==> src/rtl/core/jor_pkg.sv <==
`default_nettype none

package jor_pkg;

    // Field widths of one stream item
    localparam int PT_W   = 16;
    localparam int ETA_W  = 11;
    localparam int PHI_W  = 10;
    localparam int FUNC_W = 2;
    localparam int DIST_W = 23;
    localparam int OUT_IDX_W = 6;
    localparam int CFG_IDX_W = 2;
    localparam int CFG_DATA_W = 23;

    // Item kinds on the input stream
    localparam logic [FUNC_W-1:0] FUNC_LOAD   = 2'd0;
    localparam logic [FUNC_W-1:0] FUNC_MATCH  = 2'd1;
    localparam logic [FUNC_W-1:0] FUNC_FINISH = 2'd2;

    // Configuration register indexes
    localparam logic [CFG_IDX_W-1:0] REG_JET_PT_MIN = 2'd0;
    localparam logic [CFG_IDX_W-1:0] REG_DR_MAX_SQ  = 2'd1;

    // One stored jet, pt in the lowest bits as on the input stream
    typedef struct packed {
        logic [PHI_W-1:0]        phi;
        logic signed [ETA_W-1:0] eta;
        logic [PT_W-1:0]         pt;
    } jet_entry_t;

endpackage

`default_nettype wire

==> src/rtl/core/jor_dist.sv <==
`default_nettype none

module jor_dist
    import jor_pkg::*;
(
    input  wire logic                    clk,
    input  wire logic signed [ETA_W-1:0] a_eta,
    input  wire logic [PHI_W-1:0]        a_phi,
    input  wire logic signed [ETA_W-1:0] b_eta,
    input  wire logic [PHI_W-1:0]        b_phi,
    output logic [DIST_W-1:0]            dist_sq
);

    logic signed [ETA_W:0]     deta;
    logic signed [PHI_W-1:0]   dphi;
    logic signed [2*ETA_W+1:0] eta_prod;
    logic signed [2*PHI_W-1:0] phi_prod;
    logic [2*ETA_W-1:0]        eta_sq_reg;
    logic [2*PHI_W-2:0]        phi_sq_reg;

    // Differences: eta exact, phi wrapped into one half turn either way
    assign deta     = $signed({a_eta[ETA_W-1], a_eta}) - $signed({b_eta[ETA_W-1], b_eta});
    assign dphi     = $signed(a_phi - b_phi);
    assign eta_prod = deta * deta;
    assign phi_prod = dphi * dphi;

    // Register the squares
    always_ff @(posedge clk)
    begin
        eta_sq_reg <= eta_prod[2*ETA_W-1:0];
        phi_sq_reg <= phi_prod[2*PHI_W-2:0];
    end

    // Sum of squares fits the distance width
    assign dist_sq = DIST_W'(eta_sq_reg) + DIST_W'(phi_sq_reg);

endmodule

`default_nettype wire

==> src/rtl/core/jet_overlap_removal.sv <==
`default_nettype none

// Channel   Dir  Handshake                  Payload
// s_*       in   s_tvalid / s_tready        s_tdata item fields, s_tuser item kind
// m_*       out  m_tvalid / m_tready        m_tdata surviving jet, m_tlast, m_tuser
// cfg_*     in   cfg_valid / cfg_ready      cfg_index, cfg_data
//
// A match issues one memory read a cycle through a two-stage distance pipeline, then a
// write of the removed flag. A finish reads each surviving jet into the output register,
// waiting under output stalls; the single memory read port sets both scans.
// Reset clears the jet count, removed flags and overflow flag; the jet memory is
// not cleared. Configuration writes are taken in any cycle.

module jet_overlap_removal
    import jor_pkg::*;
#(
    parameter int MAX_JETS = 32
)
(
    input  wire logic                  clk,
    input  wire logic                  rst_n,
    // s_tdata: obj_pt[15:0], obj_eta[26:16], obj_phi[36:27], zero[39:37]
    input  wire logic [39:0]           s_tdata,
    // s_tuser: func[1:0]
    input  wire logic [FUNC_W-1:0]     s_tuser,
    input  wire logic                  s_tvalid,
    output logic                       s_tready,
    // m_tdata: jet_pos[5:0], jet_pt[21:6], jet_eta[32:22], jet_phi[42:33], zero[47:43]
    output logic [47:0]                m_tdata,
    // m_tuser: overflow[0]
    output logic                       m_tuser,
    output logic                       m_tlast,
    output logic                       m_tvalid,
    input  wire logic                  m_tready,
    input  wire logic [CFG_IDX_W-1:0]  cfg_index,
    input  wire logic [CFG_DATA_W-1:0] cfg_data,
    input  wire logic                  cfg_valid,
    output logic                       cfg_ready
);

    localparam int IDX_W = (MAX_JETS > 1) ? $clog2(MAX_JETS) : 1;
    localparam int CNT_W = $clog2(MAX_JETS + 1);

    localparam logic [2:0] ST_IDLE = 3'd0;
    localparam logic [2:0] ST_SCAN = 3'd1;
    localparam logic [2:0] ST_EMIT = 3'd2;
    localparam logic [2:0] ST_READ = 3'd3;
    localparam logic [2:0] ST_OUT  = 3'd4;

    // Jet store
    jet_entry_t jet_mem [MAX_JETS];
    jet_entry_t rd_data_reg;
    logic       rd_en;
    logic [IDX_W-1:0] rd_addr;
    logic       wr_en;
    logic [IDX_W-1:0] wr_addr;

    logic [2:0]          state_reg, state_next;
    logic [CNT_W-1:0]    cnt_reg, cnt_next;
    logic [CNT_W-1:0]    ptr_reg, ptr_next;
    logic                lost_reg, lost_next;
    logic [MAX_JETS-1:0] removed_reg, removed_next;
    logic [PT_W-1:0]     pt_min_reg, pt_min_next;
    logic [DIST_W-1:0]   dr_max_reg, dr_max_next;
    logic signed [ETA_W-1:0] obj_eta_reg, obj_eta_next;
    logic [PHI_W-1:0]    obj_phi_reg, obj_phi_next;

    logic                found_reg, found_next;
    logic [IDX_W-1:0]    best_idx_reg, best_idx_next;
    logic [DIST_W-1:0]   best_d_reg, best_d_next;
    logic                p1_valid_reg, p1_valid_next;
    logic [IDX_W-1:0]    p1_idx_reg, p1_idx_next;
    logic                p1_rm_reg, p1_rm_next;
    logic                p2_valid_reg, p2_valid_next;
    logic [IDX_W-1:0]    p2_idx_reg, p2_idx_next;
    logic                p2_rm_reg, p2_rm_next;

    logic                m_valid_reg, m_valid_next;
    logic [IDX_W-1:0]    out_idx_reg, out_idx_next;
    jet_entry_t          out_entry_reg, out_entry_next;
    logic                out_last_reg, out_last_next;
    logic                out_ovf_reg, out_ovf_next;

    jet_entry_t          in_entry;
    logic [FUNC_W-1:0]   in_func;
    logic                in_xfer;
    logic                out_xfer;
    logic [DIST_W-1:0]   dist_sq;
    logic [MAX_JETS-1:0] later_live;

    assign in_entry  = jet_entry_t'(s_tdata[PT_W+ETA_W+PHI_W-1:0]);
    assign in_func   = s_tuser;
    assign s_tready  = (state_reg == ST_IDLE);
    assign in_xfer   = s_tvalid && s_tready;
    assign out_xfer  = m_valid_reg && m_tready;
    assign cfg_ready = 1'b1;

    // Memory: one write port, one registered read port
    always_ff @(posedge clk)
    begin
        if (wr_en)
        begin
            jet_mem[wr_addr] <= in_entry;
        end
        if (rd_en)
        begin
            rd_data_reg <= jet_mem[rd_addr];
        end
    end

    // Squared distance of the pending object to the jet just read
    jor_dist u_dist (
        .clk     (clk),
        .a_eta   (obj_eta_reg),
        .a_phi   (obj_phi_reg),
        .b_eta   (rd_data_reg.eta),
        .b_phi   (rd_data_reg.phi),
        .dist_sq (dist_sq)
    );

    // Live jets loaded after the emit pointer
    always_comb
    begin
        for (int k = 0; k < MAX_JETS; k++)
        begin
            later_live[k] = !removed_reg[k] && (CNT_W'(k) < cnt_reg) && (CNT_W'(k) > ptr_reg);
        end
    end

    // Next-state logic
    always_comb
    begin
        state_next     = state_reg;
        cnt_next       = cnt_reg;
        ptr_next       = ptr_reg;
        lost_next      = lost_reg;
        removed_next   = removed_reg;
        pt_min_next    = pt_min_reg;
        dr_max_next    = dr_max_reg;
        obj_eta_next   = obj_eta_reg;
        obj_phi_next   = obj_phi_reg;
        found_next     = found_reg;
        best_idx_next  = best_idx_reg;
        best_d_next    = best_d_reg;
        p1_valid_next  = 1'b0;
        p1_idx_next    = p1_idx_reg;
        p1_rm_next     = p1_rm_reg;
        p2_valid_next  = p1_valid_reg;
        p2_idx_next    = p1_idx_reg;
        p2_rm_next     = p1_rm_reg;
        m_valid_next   = m_valid_reg;
        out_idx_next   = out_idx_reg;
        out_entry_next = out_entry_reg;
        out_last_next  = out_last_reg;
        out_ovf_next   = out_ovf_reg;
        rd_en          = 1'b0;
        rd_addr        = ptr_reg[IDX_W-1:0];
        wr_en          = 1'b0;
        wr_addr        = cnt_reg[IDX_W-1:0];

        // Configuration writes
        if (cfg_valid && cfg_ready)
        begin
            unique case (cfg_index)
                REG_JET_PT_MIN: pt_min_next = cfg_data[PT_W-1:0];
                REG_DR_MAX_SQ:  dr_max_next = cfg_data;
                default:        ;
            endcase
        end

        // Track the closest live jet in range
        if (p2_valid_reg && !p2_rm_reg && (dist_sq <= dr_max_reg)
            && (!found_reg || (dist_sq < best_d_reg)))
        begin
            found_next    = 1'b1;
            best_idx_next = p2_idx_reg;
            best_d_next   = dist_sq;
        end

        unique case (state_reg)
            ST_IDLE:
            begin
                if (in_xfer)
                begin
                    unique case (in_func)
                        FUNC_LOAD:
                        begin
                            if (cnt_reg < CNT_W'(MAX_JETS))
                            begin
                                wr_en = 1'b1;
                                removed_next[wr_addr] = (in_entry.pt < pt_min_reg);
                                cnt_next = cnt_reg + CNT_W'(1);
                            end
                            else
                            begin
                                lost_next = 1'b1;
                            end
                        end
                        FUNC_MATCH:
                        begin
                            if (in_entry.pt != '0)
                            begin
                                obj_eta_next = in_entry.eta;
                                obj_phi_next = in_entry.phi;
                                found_next   = 1'b0;
                                ptr_next     = '0;
                                state_next   = ST_SCAN;
                            end
                        end
                        FUNC_FINISH:
                        begin
                            ptr_next   = '0;
                            state_next = ST_EMIT;
                        end
                        default: ;
                    endcase
                end
            end

            ST_SCAN:
            begin
                if (ptr_reg < cnt_reg)
                begin
                    // Issue one read a cycle
                    rd_en         = 1'b1;
                    p1_valid_next = 1'b1;
                    p1_idx_next   = rd_addr;
                    p1_rm_next    = removed_reg[rd_addr];
                    ptr_next      = ptr_reg + CNT_W'(1);
                end
                else if (!p1_valid_reg && !p2_valid_reg)
                begin
                    // Pipeline drained: mark the winner
                    if (found_reg)
                    begin
                        removed_next[best_idx_reg] = 1'b1;
                    end
                    state_next = ST_IDLE;
                end
            end

            ST_EMIT:
            begin
                if (ptr_reg >= cnt_reg)
                begin
                    // Drop the event
                    removed_next = '0;
                    cnt_next     = '0;
                    lost_next    = 1'b0;
                    state_next   = ST_IDLE;
                end
                else if (removed_reg[rd_addr])
                begin
                    ptr_next = ptr_reg + CNT_W'(1);
                end
                else
                begin
                    rd_en      = 1'b1;
                    state_next = ST_READ;
                end
            end

            ST_READ:
            begin
                // Load the output register
                m_valid_next   = 1'b1;
                out_idx_next   = ptr_reg[IDX_W-1:0];
                out_entry_next = rd_data_reg;
                out_last_next  = ~|later_live;
                out_ovf_next   = lost_reg;
                state_next     = ST_OUT;
            end

            ST_OUT:
            begin
                if (out_xfer)
                begin
                    m_valid_next = 1'b0;
                    ptr_next     = ptr_reg + CNT_W'(1);
                    state_next   = ST_EMIT;
                end
            end

            default:
            begin
                state_next = ST_IDLE;
            end
        endcase
    end

    // State registers
    always_ff @(posedge clk or negedge rst_n)
    begin
        if (!rst_n)
        begin
            state_reg     <= ST_IDLE;
            cnt_reg       <= '0;
            ptr_reg       <= '0;
            lost_reg      <= 1'b0;
            removed_reg   <= '0;
            pt_min_reg    <= '0;
            dr_max_reg    <= '0;
            found_reg     <= 1'b0;
            p1_valid_reg  <= 1'b0;
            p2_valid_reg  <= 1'b0;
            m_valid_reg   <= 1'b0;
        end
        else
        begin
            state_reg     <= state_next;
            cnt_reg       <= cnt_next;
            ptr_reg       <= ptr_next;
            lost_reg      <= lost_next;
            removed_reg   <= removed_next;
            pt_min_reg    <= pt_min_next;
            dr_max_reg    <= dr_max_next;
            found_reg     <= found_next;
            p1_valid_reg  <= p1_valid_next;
            p2_valid_reg  <= p2_valid_next;
            m_valid_reg   <= m_valid_next;
        end
    end

    // Payload registers
    always_ff @(posedge clk)
    begin
        obj_eta_reg   <= obj_eta_next;
        obj_phi_reg   <= obj_phi_next;
        best_idx_reg  <= best_idx_next;
        best_d_reg    <= best_d_next;
        p1_idx_reg    <= p1_idx_next;
        p1_rm_reg     <= p1_rm_next;
        p2_idx_reg    <= p2_idx_next;
        p2_rm_reg     <= p2_rm_next;
        out_idx_reg   <= out_idx_next;
        out_entry_reg <= out_entry_next;
        out_last_reg  <= out_last_next;
        out_ovf_reg   <= out_ovf_next;
    end

    // Output stream
    assign m_tvalid = m_valid_reg;
    assign m_tdata  = {5'b0, out_entry_reg.phi, out_entry_reg.eta, out_entry_reg.pt,
                       OUT_IDX_W'(out_idx_reg)};
    assign m_tlast  = out_last_reg;
    assign m_tuser  = out_ovf_reg;

endmodule

`default_nettype wire

==> config.mk <==
export PLATFORM = sky130hd
export DESIGN_NAME = jet_overlap_removal
export DESIGN_NICKNAME = d
export VERILOG_FILES = /design/src/rtl/core/jor_pkg.sv /design/src/rtl/core/jor_dist.sv /design/src/rtl/core/jet_overlap_removal.sv
export SDC_FILE = /design/constraint.sdc
export NUM_CORES = 2
export LEC_CHECK = 0
export ABC_AREA = 1
export BUFFER_PORTS_ARGS = -buffer_cell sky130_fd_sc_hd__buf_4
export CORE_UTILIZATION = 45
export DETAILED_ROUTE_END_ITERATION = 6
export GPL_TIMING_DRIVEN = 0
export MAX_ROUTING_LAYER = met4
export PLACE_DENSITY = 0.57
export REMOVE_ABC_BUFFERS = 1
export SYNTH_ARGS = -nofsm -noshare
export SYNTH_HDL_FRONTEND = slang
export SYNTH_SLANG_ARGS = --single-unit
==> constraint.sdc <==
create_clock -name clk -period 7.93 [get_ports clk]
set_input_delay 0.3965 -clock clk [delete_from_list [all_inputs] [get_ports clk]]
set_output_delay 0.3965 -clock clk [all_outputs]
set_load 0.005 [all_outputs]
==> impl_metrics.py <==
metrics = {
    "cts": {
        "cts_buffers": 155,
        "htree_levels": 4,
        "root_buffer": "clkbuf_16",
        "clk_latency_ns": 0.82,
        "cts.clk_slew.worst_paths_ns": 0.06,
        "cts_sinks": 1456,
        "postCtsResizedCells": 0,
        "cts_max_path_buffers": 3,
        "tritoncts": "yes",
    },
    "cells_and_area": {
        "drive_gt1_share_pct": 11.3,
        "fin_nets": 6718,
        "final_cell_mix": "edfxtp_1 (1320), nor2_1 (844), nand2_1 (700), inv_1 (620), o21ai_0 (520)",
        "final_area_sq_mm": 0.0801,
        "mostFrequentLayoutCell": "edfxtp_1",
        "finalNonFillerCells": 8411,
        "largest_register_ffs": 1184,
        "area_growth_syn_to_layout_pct": 15.4,
    },
    "detailed_routing": {
        "dr.pass1.iters": 6,
        "wl_per_cell_um": 23.6,
        "via_per_inst": 5.54,
        "route.vias.total": 46600,
        "drt-total-wl_mm": 199,
        "final_antenna_net_count": 0,
        "route.detailed.drc": 0,
        "first_iter_violations": 4723,
    },
    "timing": {
        "fin_crit_ns": 7.33,
        "clock_skew_ns": 0.0462,
        "rsz0062_at_grt": "no",
        "slew_headroom_pct": 8.59,
        "fin_ws_ns": 0.596,
        "max_slew.worst_pin.slew_ns": 1.36,
        "finalCritPeriodShare_pct": 92.5,
        "fmax_mhz": 136,
        "finalHoldViolCount": 0,
        "slew_viol_final": 0,
        "setup_violations": 0,
        "tns_ns": 0,
    },
    "global_routing": {
        "first_global_vias": 45300,
        "grt_pass1_wl_mm": 293,
        "gr-total-overflow": 0,
        "grt_start_max_net_pins": 165,
        "antenna_found_initial": 3,
        "grtUsageTotal_pct": 26.2,
    },
    "die": {
        "io_pins": 125,
        "start_util_pct": 45.5,
        "core_sq_mm": 0.152,
        "die_area_sq_mm": 0.156,
        "fp.dieH_um": 395,
        "die_x_um": 395,
        "rows": 143,
    },
    "synth": {
        "synth-seq-cells": 1456,
        "synthesis.area_sq_mm": 0.0694,
        "yosysWarnings": 0,
        "ys_seq_area_share_pct": 61.7,
        "synth_cell_types": 61,
        "synthArstFlopShare_pct": 6.25,
        "syn_inst": 6079,
        "synthFlopType": "edfxtp_1",
        "synth_edf_count": 1320,
        "synth_area_per_cell_sq_um": 11.4,
    },
    "setup_path": {
        "rrSetupSlack_ns": 0.60,
        "crit_type": "register to register",
        "cp.required_ns": 8.68,
        "r2r_end": "u_dist.phi_sq_reg[14]$_DFF_P_",
        "startpoint_type": "register",
        "cp.arrival_ns": 8.08,
        "cp_max_fo": 7,
        "end_kind": "register",
        "ff2ff_path_depth": 26,
        "r2r_start": "rd_data_reg[27]$_DFFE_PP_",
    },
    "hold_path": {
        "min_to": "jet_mem[29][13]$_DFFE_PP_",
        "worstHoldStart": "s_tdata[13]",
        "hold_path.class": "input pin to register",
        "hold_path_depth": 1,
    },
    "place": {
        "numPortBuffers": 114,
        "post_dp_cell_area_sq_mm": 0.0744,
        "dp_slack_ns": 0.546,
        "gp_congestion": 0.940,
        "hpwl_mm": 129,
        "place_inst": 8068,
    },
    "flow_run": {
        "cap_violations": 0,
    },
    "outcome": {
        "status": "finished, final reports clean",
    },
}
==> how the worst max path moves through the flow <==
| stage | from | to |
|---|---|---|
| final | rd_data_reg[27]$_DFFE_PP_ | u_dist.phi_sq_reg[14]$_DFF_P_ |
| after global routing | rd_data_reg[27]$_DFFE_PP_ | u_dist.phi_sq_reg[14]$_DFF_P_ |
| after CTS | rd_data_reg[27]$_DFFE_PP_ | u_dist.phi_sq_reg[18]$_DFF_P_ |
| after detailed placement | rd_data_reg[27]$_DFFE_PP_ | u_dist.phi_sq_reg[18]$_DFF_P_ |
| after global placement | ptr_reg[0]$_DFFE_PN0P_ | jet_mem[3][16]$_DFFE_PP_ |
| after floorplan | ptr_reg[0]$_DFFE_PN0P_ | jet_mem[0][0]$_DFFE_PP_ |
==> per-layer routing <==
metal	vias up	track usage [%]	share of wire (%)
li1	21400	-	-
met1	23100	35.0	43
met2	1682	41.4	48
met3	377	3.63	6.6
met4	0	8.76	3.2
met5	-	-	0
==> cell usage after synthesis (45+ instances only) <==
cell type     n  area, sq um
clkbuf_1    135          507
nand2_1     705         2650
a21oi_1     168          841
o22ai_1      65          407
edfxtp_1   1320        39600
buf_2        98          490
or2_2       203         1270
nand3_1     140          701
o211ai_1    175         1310
o21ai_0     520         2600
fa_1        190         3800
nor2_1      877         3290
nand4_1      51          319
dfrtp_1      91         2280
inv_1       623         2340
dfxtp_1      45          901
o21a_1       61          458
xor2_1       47          412
ha_1        205         2560
nor3_1       55          275
==> critical path: stages, from the launching register on <==
cell	delay (ns)
edfxtp_1	0.55
ha_1	0.26
inv_1	0.10
fa_1	0.42
nand3_1	0.09
nand2_1	0.14
nand2_1	0.10
o311ai_0	0.17
xor2_1	1.02
inv_1	0.31
nand2_1	0.23
fa_1	0.44
inv_1	0.09
fa_1	0.41
fa_1	0.54
inv_1	0.05
fa_1	0.50
fa_1	0.54
inv_1	0.04
ha_1	0.37
nand2_1	0.13
o21ai_0	0.27
a21oi_1	0.07
nand2_1	0.11
nand3_1	0.08
nand2_1	0.08
xor2_1	0.16
==> final cells by class <==
type	instances	area [sq um]
multi-input cells	3711	23200
repair buffers	282	3980
diodes	5	12.5
clock inverters	79	955
flip-flops and latches	1456	42800
clock buffers	203	4100
fillers	13100	72400
well taps	2030	2540
inverters	645	2440
==> cells by family after synthesis <==
group                      after synthesis  synth area share, %
other                                    2               0.0108
muxes                                    1               0.0144
and+or+nand+nor                       2082                 12.8
xor gates and xnor gates                63                0.806
AOI/OAI and AO/OA                     1163                 10.1
DFF                                   1456                 61.7
adders and majority gates              395                 9.18
buffers and inverters                  917                 5.31
==> through the flow <==
| step | utilization [%] | hold slack [ns] |
|---|---|---|
| 6_report | 52.5 | 0.0526 |
| 3_5_place_dp | 48.8 | 0.329 |
| 5_1_grt | 52.5 | 0.0284 |
| 3_3_place_gp | 46.9 | 0.324 |
| 4_1_cts | 52.5 | 0.00413 |
| 2_1_floorplan | - | 0.101 |
==> timing repair <==
item | in CTS | in global routing
hold endpoints to repair | 822 | 10
hold buffers | 53 | 1
buffers inserted | 0 | 0
Power is not shown: default switching activity piles up to over one toggle a cycle in this logic, so the estimate is an artifact.
